File: config.mk
export PLATFORM = sky130hd
export DESIGN_NAME = ethernet_frame_tag_inserter
export DESIGN_NICKNAME = d
export VERILOG_FILES = /design/src/design/eti_pkg.sv /design/src/design/eti_front.sv /design/src/design/eti_queue.sv /design/src/design/eti_back.sv /design/src/design/ethernet_frame_tag_inserter.sv
export SDC_FILE = /design/constraint.sdc
export NUM_CORES = 1
export LEC_CHECK = 0
export ABC_CLOCK_PERIOD_IN_PS = 3950
export BUFFER_PORTS_ARGS = -buffer_cell sky130_fd_sc_hd__buf_2
export CAP_MARGIN = 25
export CORE_ASPECT_RATIO = 0.7
export CORE_MARGIN = 4
export CORE_UTILIZATION = 45
export CTS_CLUSTER_SIZE = 25
export DETAILED_ROUTE_END_ITERATION = 8
export GPL_TIMING_DRIVEN = 0
export SLEW_MARGIN = 20
export SYNTH_ARGS = -nofsm -noshare
export SYNTH_HDL_FRONTEND = slang
export SYNTH_SLANG_ARGS = --single-unit
File: constraint.sdc
create_clock -name clk -period 3.95 [get_ports clk]
set_input_delay 0.395 -clock clk [delete_from_list [all_inputs] [get_ports clk]]
set_output_delay 0.395 -clock clk [all_outputs]
set_load 0.1 [all_outputs]
File: src/design/eti_pkg.sv
// Shared types and constants for the Ethernet frame tag inserter.
// Holds the configuration record, the queue entry layout and register index codes.
// No dependencies.
`timescale 1ns / 1ps

package eti_pkg;

    // Configuration register indexes.
    localparam logic [2:0] CFG_DST_MAC    = 3'd0;
    localparam logic [2:0] CFG_SRC_MAC    = 3'd1;
    localparam logic [2:0] CFG_MAC_SELECT = 3'd2;
    localparam logic [2:0] CFG_TPID       = 3'd3;
    localparam logic [2:0] CFG_VLAN_ID    = 3'd4;
    localparam logic [2:0] CFG_PRIORITY   = 3'd5;
    localparam logic [2:0] CFG_RAW_BYTES  = 3'd6;
    localparam logic [2:0] CFG_RAW_LENGTH = 3'd7;

    // Frame geometry.
    localparam logic [15:0] SRC_MAC_FIRST = 16'd6;
    localparam logic [15:0] INSERT_POS    = 16'd11;
    localparam logic [15:0] MAC_LAST_END  = 16'd12;
    localparam logic [15:0] MIN_TAG_LEN   = 16'd12;
    localparam logic [15:0] MIN_EDIT_LEN  = 16'd20;

    // Priority generator seed.
    localparam logic [15:0] LFSR_SEED = 16'hACE1;

    // Number of tag bytes.
    localparam int TAG_BYTES = 4;

    // Configuration register file contents.
    typedef struct packed {
        logic [47:0] dst_mac;
        logic [47:0] src_mac;
        logic [1:0]  mac_select;
        logic [15:0] tpid;
        logic [11:0] vlan_id;
        logic [3:0]  priority_setting;
        logic [63:0] raw_bytes;
        logic [3:0]  raw_length;
    } cfg_t;

    // One classified input byte on its way to the output sequencer.
    typedef struct packed {
        logic [7:0] data;
        logic       frame_end;
        logic       insert;
        logic [2:0] pcp;
    } q_entry_t;

endpackage

File: src/design/eti_front.sv
// Front end of the tag inserter: accepts input words and classifies each byte.
// Tracks the byte position, overwrites MAC bytes and draws the frame priority.
// Depends on eti_pkg.
`timescale 1ns / 1ps

module eti_front #(
    parameter int MAX_FRAME_BYTES = 65535
) (
    input  logic              clk,
    input  logic              rst_n,
    input  eti_pkg::cfg_t     cfg,
    input  logic              in_valid,
    output logic              in_ready,
    input  logic [7:0]        data_byte,
    input  logic [15:0]       frame_length,
    output logic              push,
    output eti_pkg::q_entry_t push_entry,
    input  logic              queue_full
);

    localparam logic [15:0] MAX_LEN = 16'(MAX_FRAME_BYTES);

    logic [15:0] pos_reg;
    logic [15:0] pos_next;
    logic [15:0] lfsr_reg;
    logic [15:0] lfsr_next;

    logic [15:0] len_c;
    logic        end_c;
    logic        edit_ok;
    logic [2:0]  dst_idx;
    logic [2:0]  src_idx;
    logic [7:0]  byte_c;
    logic        insert_c;
    logic        tag_on;
    logic        random_pcp;
    logic [2:0]  pcp_c;
    logic        lfsr_fb;

    assign in_ready = !queue_full;
    assign push     = in_valid && in_ready;

    // Clamp the carried length and decide whether this byte ends the frame.
    always_comb
    begin
        len_c = frame_length;
        if (len_c > MAX_LEN)
        begin
            len_c = MAX_LEN;
        end
        if (len_c == 16'd0)
        begin
            len_c = 16'd1;
        end
        end_c = ({1'b0, pos_reg} + 17'd1) >= {1'b0, len_c};
    end

    // MAC overwrite, only in frames long enough to be edited.
    always_comb
    begin
        edit_ok = len_c >= eti_pkg::MIN_EDIT_LEN;
        dst_idx = 3'(16'd5 - pos_reg);
        src_idx = 3'(16'd11 - pos_reg);
        byte_c  = data_byte;
        if (edit_ok && pos_reg < eti_pkg::SRC_MAC_FIRST && cfg.mac_select[0])
        begin
            byte_c = cfg.dst_mac[8*dst_idx +: 8];
        end
        else if (edit_ok && pos_reg >= eti_pkg::SRC_MAC_FIRST
                 && pos_reg < eti_pkg::MAC_LAST_END && cfg.mac_select[1])
        begin
            byte_c = cfg.src_mac[8*src_idx +: 8];
        end
    end

    // Insertion point and priority for the tag.
    always_comb
    begin
        insert_c   = (pos_reg == eti_pkg::INSERT_POS) && (len_c >= eti_pkg::MIN_TAG_LEN);
        tag_on     = (cfg.tpid != 16'd0) && (cfg.vlan_id != 12'd0);
        random_pcp = cfg.priority_setting[3];
        pcp_c      = random_pcp ? lfsr_reg[2:0] : cfg.priority_setting[2:0];
        lfsr_fb    = lfsr_reg[0] ^ lfsr_reg[2] ^ lfsr_reg[3] ^ lfsr_reg[5];
        lfsr_next  = lfsr_reg;
        if (push && insert_c && tag_on && random_pcp)
        begin
            lfsr_next = {lfsr_fb, lfsr_reg[15:1]};
        end
    end

    // Position counter returns to zero after the last byte of a frame.
    always_comb
    begin
        pos_next = pos_reg;
        if (push)
        begin
            pos_next = end_c ? 16'd0 : pos_reg + 16'd1;
        end
    end

    always_comb
    begin
        push_entry.data      = byte_c;
        push_entry.frame_end = end_c;
        push_entry.insert    = insert_c;
        push_entry.pcp       = pcp_c;
    end

    always_ff @(posedge clk or negedge rst_n)
    begin
        if (!rst_n)
        begin
            pos_reg  <= 16'd0;
            lfsr_reg <= eti_pkg::LFSR_SEED;
        end
        else
        begin
            pos_reg  <= pos_next;
            lfsr_reg <= lfsr_next;
        end
    end

endmodule

File: src/design/eti_queue.sv
// Two-entry queue between the classifying front end and the output sequencer.
// Lets either side stall without immediately blocking the other.
// Depends on eti_pkg.
`timescale 1ns / 1ps

module eti_queue (
    input  logic              clk,
    input  logic              rst_n,
    input  logic              push,
    input  eti_pkg::q_entry_t push_entry,
    input  logic              pop,
    output eti_pkg::q_entry_t head,
    output logic              empty,
    output logic              full
);

    eti_pkg::q_entry_t slot_reg [2];
    logic       wr_ptr_reg;
    logic       wr_ptr_next;
    logic       rd_ptr_reg;
    logic       rd_ptr_next;
    logic [1:0] count_reg;
    logic [1:0] count_next;

    assign empty = count_reg == 2'd0;
    assign full  = count_reg == 2'd2;
    assign head  = slot_reg[rd_ptr_reg];

    // Pointer and fill count update.
    always_comb
    begin
        wr_ptr_next = push ? !wr_ptr_reg : wr_ptr_reg;
        rd_ptr_next = pop ? !rd_ptr_reg : rd_ptr_reg;
        count_next  = count_reg;
        if (push && !pop)
        begin
            count_next = count_reg + 2'd1;
        end
        else if (pop && !push)
        begin
            count_next = count_reg - 2'd1;
        end
    end

    always_ff @(posedge clk or negedge rst_n)
    begin
        if (!rst_n)
        begin
            wr_ptr_reg <= 1'b0;
            rd_ptr_reg <= 1'b0;
            count_reg  <= 2'd0;
        end
        else
        begin
            wr_ptr_reg <= wr_ptr_next;
            rd_ptr_reg <= rd_ptr_next;
            count_reg  <= count_next;
        end
    end

    // Entry storage.
    always_ff @(posedge clk)
    begin
        if (push)
        begin
            slot_reg[wr_ptr_reg] <= push_entry;
        end
    end

`ifndef SYNTHESIS
    a_no_push_full: assert property (@(posedge clk) disable iff (!rst_n)
        full |-> !push || pop)
        else $error("queue written while full");
    a_no_pop_empty: assert property (@(posedge clk) disable iff (!rst_n)
        pop |-> !empty)
        else $error("queue read while empty");
`endif

endmodule

File: src/design/eti_back.sv
// Output sequencer of the tag inserter: turns each queued byte into its output words.
// Emits the byte itself, then raw bytes and the tag after the insertion point.
// Depends on eti_pkg.
`timescale 1ns / 1ps

module eti_back #(
    parameter int RAW_MAX_BYTES = 8
) (
    input  logic              clk,
    input  logic              rst_n,
    input  eti_pkg::cfg_t     cfg,
    input  eti_pkg::q_entry_t head,
    input  logic              empty,
    output logic              pop,
    output logic              out_valid,
    input  logic              out_ready,
    output logic [7:0]        out_byte,
    output logic              frame_last,
    output logic              run_last
);

    localparam int SUB_W = $clog2(RAW_MAX_BYTES + eti_pkg::TAG_BYTES + 2);

    logic [SUB_W-1:0] sub_reg;
    logic [SUB_W-1:0] sub_next;
    logic             valid_reg;
    logic             valid_next;
    logic [7:0]       byte_reg;
    logic             flast_reg;
    logic             rlast_reg;

    logic [SUB_W-1:0] rl_sat;
    logic [SUB_W-1:0] extra;
    logic [SUB_W-1:0] sub_m1;
    logic             tag_on;
    logic             is_last;
    logic             load;
    logic [2:0]       raw_idx;
    logic [1:0]       tag_idx;
    logic [7:0]       byte_c;

    assign out_valid  = valid_reg;
    assign out_byte   = byte_reg;
    assign frame_last = flast_reg;
    assign run_last   = rlast_reg;

    // Number of words that follow the byte itself.
    always_comb
    begin
        rl_sat = (cfg.raw_length > 4'(RAW_MAX_BYTES)) ? SUB_W'(RAW_MAX_BYTES)
                                                        : SUB_W'(cfg.raw_length);
        tag_on = (cfg.tpid != 16'd0) && (cfg.vlan_id != 12'd0);
        extra  = '0;
        if (head.insert)
        begin
            extra = rl_sat + (tag_on ? SUB_W'(eti_pkg::TAG_BYTES) : SUB_W'(0));
        end
        is_last = sub_reg == extra;
        load    = !empty && (!valid_reg || out_ready);
        pop     = load && is_last;
    end

    // Select the byte for the current step.
    always_comb
    begin
        sub_m1  = sub_reg - SUB_W'(1);
        raw_idx = 3'(rl_sat - sub_reg);
        tag_idx = 2'(sub_m1 - rl_sat);
        byte_c  = head.data;
        if (sub_reg != '0)
        begin
            if (sub_m1 < rl_sat)
            begin
                byte_c = cfg.raw_bytes[8*raw_idx +: 8];
            end
            else
            begin
                case (tag_idx)
                    2'd0:    byte_c = cfg.tpid[15:8];
                    2'd1:    byte_c = cfg.tpid[7:0];
                    2'd2:    byte_c = {head.pcp, 1'b0, cfg.vlan_id[11:8]};
                    2'd3:    byte_c = cfg.vlan_id[7:0];
                    default: byte_c = cfg.vlan_id[7:0];
                endcase
            end
        end
    end

    // Step counter and output word valid.
    always_comb
    begin
        sub_next   = sub_reg;
        valid_next = valid_reg;
        if (load)
        begin
            sub_next   = is_last ? '0 : sub_reg + SUB_W'(1);
            valid_next = 1'b1;
        end
        else if (out_ready)
        begin
            valid_next = 1'b0;
        end
    end

    always_ff @(posedge clk or negedge rst_n)
    begin
        if (!rst_n)
        begin
            sub_reg   <= '0;
            valid_reg <= 1'b0;
        end
        else
        begin
            sub_reg   <= sub_next;
            valid_reg <= valid_next;
        end
    end

    // Output word register.
    always_ff @(posedge clk)
    begin
        if (load)
        begin
            byte_reg  <= byte_c;
            flast_reg <= head.frame_end && is_last;
            rlast_reg <= is_last;
        end
    end

`ifndef SYNTHESIS
    a_flast_ends_run: assert property (@(posedge clk) disable iff (!rst_n)
        valid_reg && flast_reg |-> rlast_reg)
        else $error("frame end word is not the last word of its run");
    a_sub_in_range: assert property (@(posedge clk) disable iff (!rst_n)
        !empty |-> sub_reg <= extra)
        else $error("step counter ran past the end of its run");
`endif

endmodule

File: src/design/ethernet_frame_tag_inserter.sv
// Top level of the Ethernet frame tag inserter.
// Holds the configuration registers and joins front end, queue and output sequencer.
// Depends on eti_pkg, eti_front, eti_queue and eti_back.
`timescale 1ns / 1ps

// Usage:
// Input bytes arrive on the s_axis channel, each with the length of its frame.
// Edited bytes leave on the m_axis channel; tlast marks the last byte of an
// edited frame and tuser the last word produced by one input byte.
// Configuration registers are written through the cfg channel, which is always
// ready; write only while the block holds no undelivered word.
// An accepted input byte is registered in a queue slot, then in the output register.
// Throughput is one byte per cycle while m_axis_tready is high. Byte 11 of a frame
// of twelve or more bytes produces 1 + raw_length (at most eight) + 4 (with tag)
// words, one per cycle through the output register while m_axis_tready is high; the
// next byte enters the two-entry queue and the input stalls until that run ends.
// A stalled receiver holds the output word; the queue absorbs up to two more
// input bytes (one while bytes stream back to back) before s_axis_tready drops.
// Reset clears the byte position, the queue and the output valid flag, loads the
// priority generator with its seed and clears all configuration registers.
module ethernet_frame_tag_inserter #(
    parameter int RAW_MAX_BYTES   = 8,
    parameter int MAX_FRAME_BYTES = 65535
) (
    input  logic        clk,
    input  logic        rst_n,
    input  logic        s_axis_tvalid,
    output logic        s_axis_tready,
    input  logic [23:0] s_axis_tdata,   // [7:0] data_byte, [23:8] frame_length
    output logic        m_axis_tvalid,
    input  logic        m_axis_tready,
    output logic [7:0]  m_axis_tdata,   // [7:0] out_byte
    output logic        m_axis_tlast,   // frame_last
    output logic [0:0]  m_axis_tuser,   // [0] run_last
    input  logic        cfg_valid,
    output logic        cfg_ready,
    input  logic [2:0]  cfg_index,
    input  logic [63:0] cfg_data
);

    eti_pkg::cfg_t     cfg_reg;
    eti_pkg::cfg_t     cfg_next;
    eti_pkg::q_entry_t push_entry;
    eti_pkg::q_entry_t head;
    logic              push;
    logic              pop;
    logic              q_empty;
    logic              q_full;
    logic              run_last;

    assign cfg_ready       = 1'b1;
    assign m_axis_tuser[0] = run_last;

    // Configuration register writes.
    always_comb
    begin
        cfg_next = cfg_reg;
        if (cfg_valid && cfg_ready)
        begin
            case (cfg_index)
                eti_pkg::CFG_DST_MAC:    cfg_next.dst_mac          = cfg_data[47:0];
                eti_pkg::CFG_SRC_MAC:    cfg_next.src_mac          = cfg_data[47:0];
                eti_pkg::CFG_MAC_SELECT: cfg_next.mac_select       = cfg_data[1:0];
                eti_pkg::CFG_TPID:       cfg_next.tpid             = cfg_data[15:0];
                eti_pkg::CFG_VLAN_ID:    cfg_next.vlan_id          = cfg_data[11:0];
                eti_pkg::CFG_PRIORITY:   cfg_next.priority_setting = cfg_data[3:0];
                eti_pkg::CFG_RAW_BYTES:  cfg_next.raw_bytes        = cfg_data;
                eti_pkg::CFG_RAW_LENGTH: cfg_next.raw_length       = cfg_data[3:0];
                default:                 cfg_next                  = cfg_reg;
            endcase
        end
    end

    always_ff @(posedge clk or negedge rst_n)
    begin
        if (!rst_n)
        begin
            cfg_reg <= '0;
        end
        else
        begin
            cfg_reg <= cfg_next;
        end
    end

    // Classifying front end.
    eti_front #(
        .MAX_FRAME_BYTES(MAX_FRAME_BYTES)
    ) u_front (
        .clk          (clk),
        .rst_n        (rst_n),
        .cfg          (cfg_reg),
        .in_valid     (s_axis_tvalid),
        .in_ready     (s_axis_tready),
        .data_byte    (s_axis_tdata[7:0]),
        .frame_length (s_axis_tdata[23:8]),
        .push         (push),
        .push_entry   (push_entry),
        .queue_full   (q_full)
    );

    // Decoupling queue.
    eti_queue u_queue (
        .clk        (clk),
        .rst_n      (rst_n),
        .push       (push),
        .push_entry (push_entry),
        .pop        (pop),
        .head       (head),
        .empty      (q_empty),
        .full       (q_full)
    );

    // Output sequencer.
    eti_back #(
        .RAW_MAX_BYTES(RAW_MAX_BYTES)
    ) u_back (
        .clk        (clk),
        .rst_n      (rst_n),
        .cfg        (cfg_reg),
        .head       (head),
        .empty      (q_empty),
        .pop        (pop),
        .out_valid  (m_axis_tvalid),
        .out_ready  (m_axis_tready),
        .out_byte   (m_axis_tdata),
        .frame_last (m_axis_tlast),
        .run_last   (run_last)
    );

endmodule
Yosys cells after proc, flatten, opt, wreduce, memory -nomap -nowiden
Memory sizes are Yosys's and may differ from the RTL's.
Cells that the tools add are included.
{ "totals": {"out_inout_bits": 13, "ff_bits": 249, "n_memories": 1, "ramBits": 26, "input_bits": 96} }
{ "memory_table": {"columns": ["memory", "depth", "word_bits", "rd", "rd_ports_with_merged_regs", "wr", "line", "source"], "rows": [
  ["u_queue.slot_reg", 2, 13, 1, 0, 1, "eti_queue.sv:17", "eti_pkg::q_entry_t slot_reg [2];"]
]} }
{ "op_classes": {"muxes": 19, "n_reduce_logical": 41, "bitwise_logic": 3, "n_eq_ne": 13, "order_cmp": 9, "n_shift": 3, "add_sub_neg": 11} }
{ "op_table": {"columns": ["operator", "n"], "rows": [
  ["indexed part select 48 x 7 -> 8 bit", 2],
  ["indexed part select 64 x 7 -> 8 bit", 1],
  ["two-way mux 16 bit", 3],
  ["two-way mux 8 bit", 4],
  ["case mux 8 bit (4 select lines)", 1],
  ["adder 16 x 1 -> 17 bit (second input constant)", 1],
  [">= comparator 17 x 16 -> 1 bit", 1],
  ["adder 16 x 1 -> 16 bit (second input constant)", 1],
  ["equality test 16 x 4 -> 1 bit (second input constant)", 1],
  [">= comparator 16 x 3 -> 1 bit (second input constant)", 1],
  [">= comparator 16 x 4 -> 1 bit (second input constant)", 1],
  [">= comparator 16 x 5 -> 1 bit (second input constant)", 1],
  ["> comparator 16 bit (second input constant)", 1],
  ["logical AND 1 bit", 16],
  ["logical NOT 16 bit", 1],
  ["< comparator 16 x 3 -> 1 bit (second input constant)", 1],
  ["< comparator 16 x 4 -> 1 bit (second input constant)", 1],
  ["AND reduction 2 bit", 8],
  ["nonzero test 16 bit", 1],
  ["equality test 3 bit (second input constant)", 4],
  ["two-way mux 4 bit", 3],
  ["nonzero test 12 bit", 1],
  ["logical NOT 1 bit", 7],
  ["equality test 2 bit (second input constant)", 3],
  ["other kinds (24)", 34]
]} }

Longest topological paths before layout
{ "logic_depth": {"word_depth": 10, "ltp_mapped": 14} }

Cells and area by module
Synthesis repeated with hierarchy kept, for this count alone.
{ "hier_totals": {"hier_cells": 981, "hier_area_um2": 13807.0} }
{ "by_module_without_submodules": {"columns": ["mod", "instances", "cells_per_inst", "area_per_inst_um2"], "rows": [
  ["ethernet_frame_tag_inserter", 1, 425, 7539.7],
  ["eti_front", 1, 339, 3246.9],
  ["eti_back", 1, 161, 1895.6],
  ["eti_queue", 1, 56, 1124.8]
]} }

Worst setup path after synthesis
No wires, ideal clock.
{ "synth_timing": {"kind": "reg-to-reg", "startpoint": "register u_front.pos_reg[0]", "endpoint": "register u_front.pos_reg[4]", "n_path_buf": 3, "required_time_ns": 3.812, "arrival_time_ns": 2.942, "synth_period_minus_slack_ns": 3.080, "slack_ns": 0.870, "stages_incl_launch_ff": 13, "path_cell_list": "dfrtp_1 -> buf_2 -> buf_4 -> buf_2 -> nand4_1 -> xnor2_1 -> ha_1 -> nand4_1 -> or3_1 -> a311o_1 -> o211ai_2 -> or2_1 -> o221ai_1"} }
{ "synth_between": {"elab_chain_len": 3} }
{ "synth_lines": {"columns": ["item", "line", "source"], "rows": [
  ["from (decl)", "eti_front.sv:23", "logic [15:0] pos_reg;"],
  ["from (signal assigned)", "eti_front.sv:118", "pos_reg <= pos_next;"],
  ["adder 16 x 1 -> 17 bit", "eti_front.sv:55", "end_c = ({1'b0, pos_reg} + 17'd1) >= {1'b0, len_c};"],
  [">= comparator 17 x 16 -> 1 bit", "eti_front.sv:55", null],
  ["two-way mux 16 bit (*)", "eti_front.sv:97", "pos_next = end_c ? 16'd0 : pos_reg + 16'd1;"]
]} }
Mark *: on every way between the ends. The rest lies on a longest branch, timed or not.
A chain may end at the register's enable or synchronous reset.

Worst setup path after layout
Ends and elaborated chain as after synthesis.

==> qor.yml <==
outcome:
  status: "finished, final reports clean"
detailed_routing:
  via_per_inst: 5.69
  wire_per_inst_um: 22.4
  drt-total-wl_mm: 34.8
  drt-initial-drc-count: 612
  drc: 0
  first_pass_iters: 5
  via_count: 8849
  ant_nets: 0
floorplanning:
  fp.dieH_um: 152
  dieArea_um2: 32700
  die_w_um: 214
  ios: 109
  initial_utilization_pct: 46.0
  core_area_um2: 29100
  num_rows: 52
yosys:
  synth_warnings: 0
  avgSynthCellArea_um2: 13.2
  synth-seq-cells: 275
  synthDominantCellAreaShare_pct: 43.1
  netlist_instances: 1016
  yosys-top-cells-count: "dfrtp_1, mux2_2, mux2_1, nand2_1, mux2i_1"
  synth_edf_count: 36
  syn-cell-area_um2: 13400
  synth-seq-area-share_pct: 52.7
  syn_nets: 1140
  synth_area_leaders: "dfrtp_1, mux2_2, mux2_1, edfxtp_1, mux4_2"
  synth_ff_type: "dfrtp_1"
  async_flop_share_pct: 86.9
  synth_top_area_cell: "dfrtp_1"
  ys_types: 74
  yosysMostFrequentCell: "dfrtp_1"
timing:
  grt_setup_unrepaired: "false"
  timing.setup.tns_ns: 0
  tightest_slew_ns: 0.847
  hold_violations: 0
  relSlewSlack_pct: 43.6
  min_period_ns: 3.68
  fin_skew_ns: 0.0262
  finalCritPeriodShare_pct: 93.1
  setup_viol: 0
  clock.fmax_mhz: 272
  drv_slew: 0
power:
  irDropWorstVdd_uv: 342
  finalPower_uw: 11100
  leakage_uw: 0.00675
  p_per_area_nw_per_um2: 717
finish:
  drive_gt1_share_pct: 30.7
  antenna_cells: 0
  largest_register_ffs: 198
  nets: 1278
  syn_to_final_growth_pct: 15.0
  fillCellCount: 2547
placement:
  port_buffers: 105
  gp_congestion: 0.882
  hpwlAfterDp_mm: 26.1
critical_path:
  crit_path_end_kind: "flip-flop"
  reg2reg_to: "u_front.pos_reg[4]"
  cp_top_family: "buffers and inverters"
  r2r_cells: 12
  critPathLaunchType: "flip-flop"
  path_cells: "clkbuf_4, buf_4, buf_2, nand2_1, xnor2_1, ha_1, nand4_1, or3_1, a311o_1, o211ai_2, or2_1, o221ai_1"
  critical_path_buf_inv_count: 3
  arrival_ns: 4.09
  slowest_delay_ns: 0.43
  r2r_start: "u_front.pos_reg[0]"
  cp.required_ns: 4.36
  reg2reg_slack_ns: 0.27
  crit_slowest_cell: "dfrtp_1"
  crit_fanout: 10
  path_class: "reg2reg"
min_path:
  min_delay_worst_endpoint: "cfg_reg[54]"
  hold_depth: 2
  hold_path_class: "in2reg"
  hp-start: "cfg_data[50]"
global_routing:
  grt_use_total_pct: 21.0
  grt_pass1_vias: 8933
  grt.overflow.total: 0
  grt_start_max_net_pins: 94
  antenna_found_initial: 0
  grt_pass1_wl_mm: 53.6
clocking:
  clock_latency_ns: 0.56
  cts_tree: "done"
  clockBufferDepth: 3
  numCtsBuffers: 28
  htreeDepth: 1
  clock-sinks: 275
  clk_pin_slew_ns: 0.06
  cts-root-buf: "clkbuf_16"
job:
  maxCapViolations: 0
[cells in the final DEF (no fill, tap or decap), types with 14 or more instances in the layout]
master     netlist  layout
mux4_2          28      28
mux2_2         126     126
a21oi_1         15      15
nand2_1         83      83
dfrtp_1        231     230
buf_2           24     126
clkbuf_16        0      28
mux2_1         103     103
o21ai_1         21      21
xnor2_1         15      15
inv_1           33      33
clkbuf_1        20      25
mux2i_1         37      37
edfxtp_1        36      36
nor2_1          16      15
ha_1            26      26
nand3_1         14      14
[worst max path at each step]
stage | from | end | slack [ns] | cells past startpoint
5_1_grt | u_front.pos_reg[0] | u_front.pos_reg[4] | 0.0001 | 12
2_1_floorplan | u_front.pos_reg[0] | u_front.pos_reg[4] | 0.87 | 12
6_report | u_front.pos_reg[0] | u_front.pos_reg[4] | 0.27 | 12
3_3_place_gp | rst_n | cfg_reg[107] | -1.98 | 1
4_1_cts | u_front.pos_reg[0] | u_front.pos_reg[4] | 0.1 | 12
3_5_place_dp | u_front.pos_reg[0] | u_front.pos_reg[4] | 0.13 | 12
[power by group]
part	internal [uW]	leakage (uW)	switching, uW
Combinational	1750	0.00307	2630
Clock	1570	0.000461	1140
Sequential	3580	0.00322	396
[cell type report]
class | count | area (um^2) | area share (%)
repair buffers | 108 | 601 | 3.89
multi-input cells | 655 | 5970 | 38.7
well taps | 378 | 473 | 3.07
clock inverters | 15 | 159 | 1.03
inverters | 34 | 128 | 0.827
clock buffers | 37 | 774 | 5.02
plain buffers | 52 | 256 | 1.66
flip-flops and latches | 275 | 7070 | 45.8
[worst reg2reg max path, stage by stage, from the launching register on]
cell,delay (ns)
dfrtp_1,0.43
clkbuf_4,0.33
buf_4,0.30
buf_2,0.35
nand2_1,0.12
xnor2_1,0.17
ha_1,0.32
nand4_1,0.17
or3_1,0.35
a311o_1,0.37
o211ai_2,0.19
or2_1,0.30
o221ai_1,0.16
[kinds of logic (layout without fill, tap and decap cells)]
group | after synthesis | in the layout | synth area share, %
buffers and inverters | 86 | 246 | 2.83
other | 1 | 1 | 0.0280
DFF | 275 | 275 | 52.7
and+or+nand+nor | 202 | 202 | 8.08
xor gates and xnor gates | 26 | 26 | 1.81
AOI/OAI and AO/OA | 104 | 104 | 5.13
muxes | 294 | 294 | 26.7
adders and majority gates | 28 | 28 | 2.72
[what timing repair did]
action,CTS,global route
hold endpoints to repair,63,0
resized for setup,0,3
buffers inserted,0,0
hold buffers,1,0
endpoints found under the setup margin,0,16
[layer usage]
metal | vias to the layer above | track usage [%] | wire length, um
met5 | - | 0 | 0
met4 | 0 | 3.36 | 570
met3 | 38 | 4.01 | 1700
met2 | 208 | 33.1 | 15800
met1 | 4587 | 31.3 | 16700
li1 | 4016 | - | -
[stage by stage]
stage / cell area (um^2) / setup WS [ns] / cells / utilization [%] / hold slack [ns]
finish: 15400 / 0.273 / 1554 / 52.9 / 0.0443
global route: 15400 / 0.000104 / 1554 / 52.9 / 0.0307
CTS: 15400 / 0.0980 / 1554 / 52.9 / 0.0239
detailed placement: 14500 / 0.130 / 1501 / 49.7 / 0.378
global placement: 14400 / -1.98 / 1499 / 49.4 / 0.462
floorplan: 13400 / 0.870 / 1016 / - / 0.0994
No activity file was read; power rests on OpenSTA's default activity.
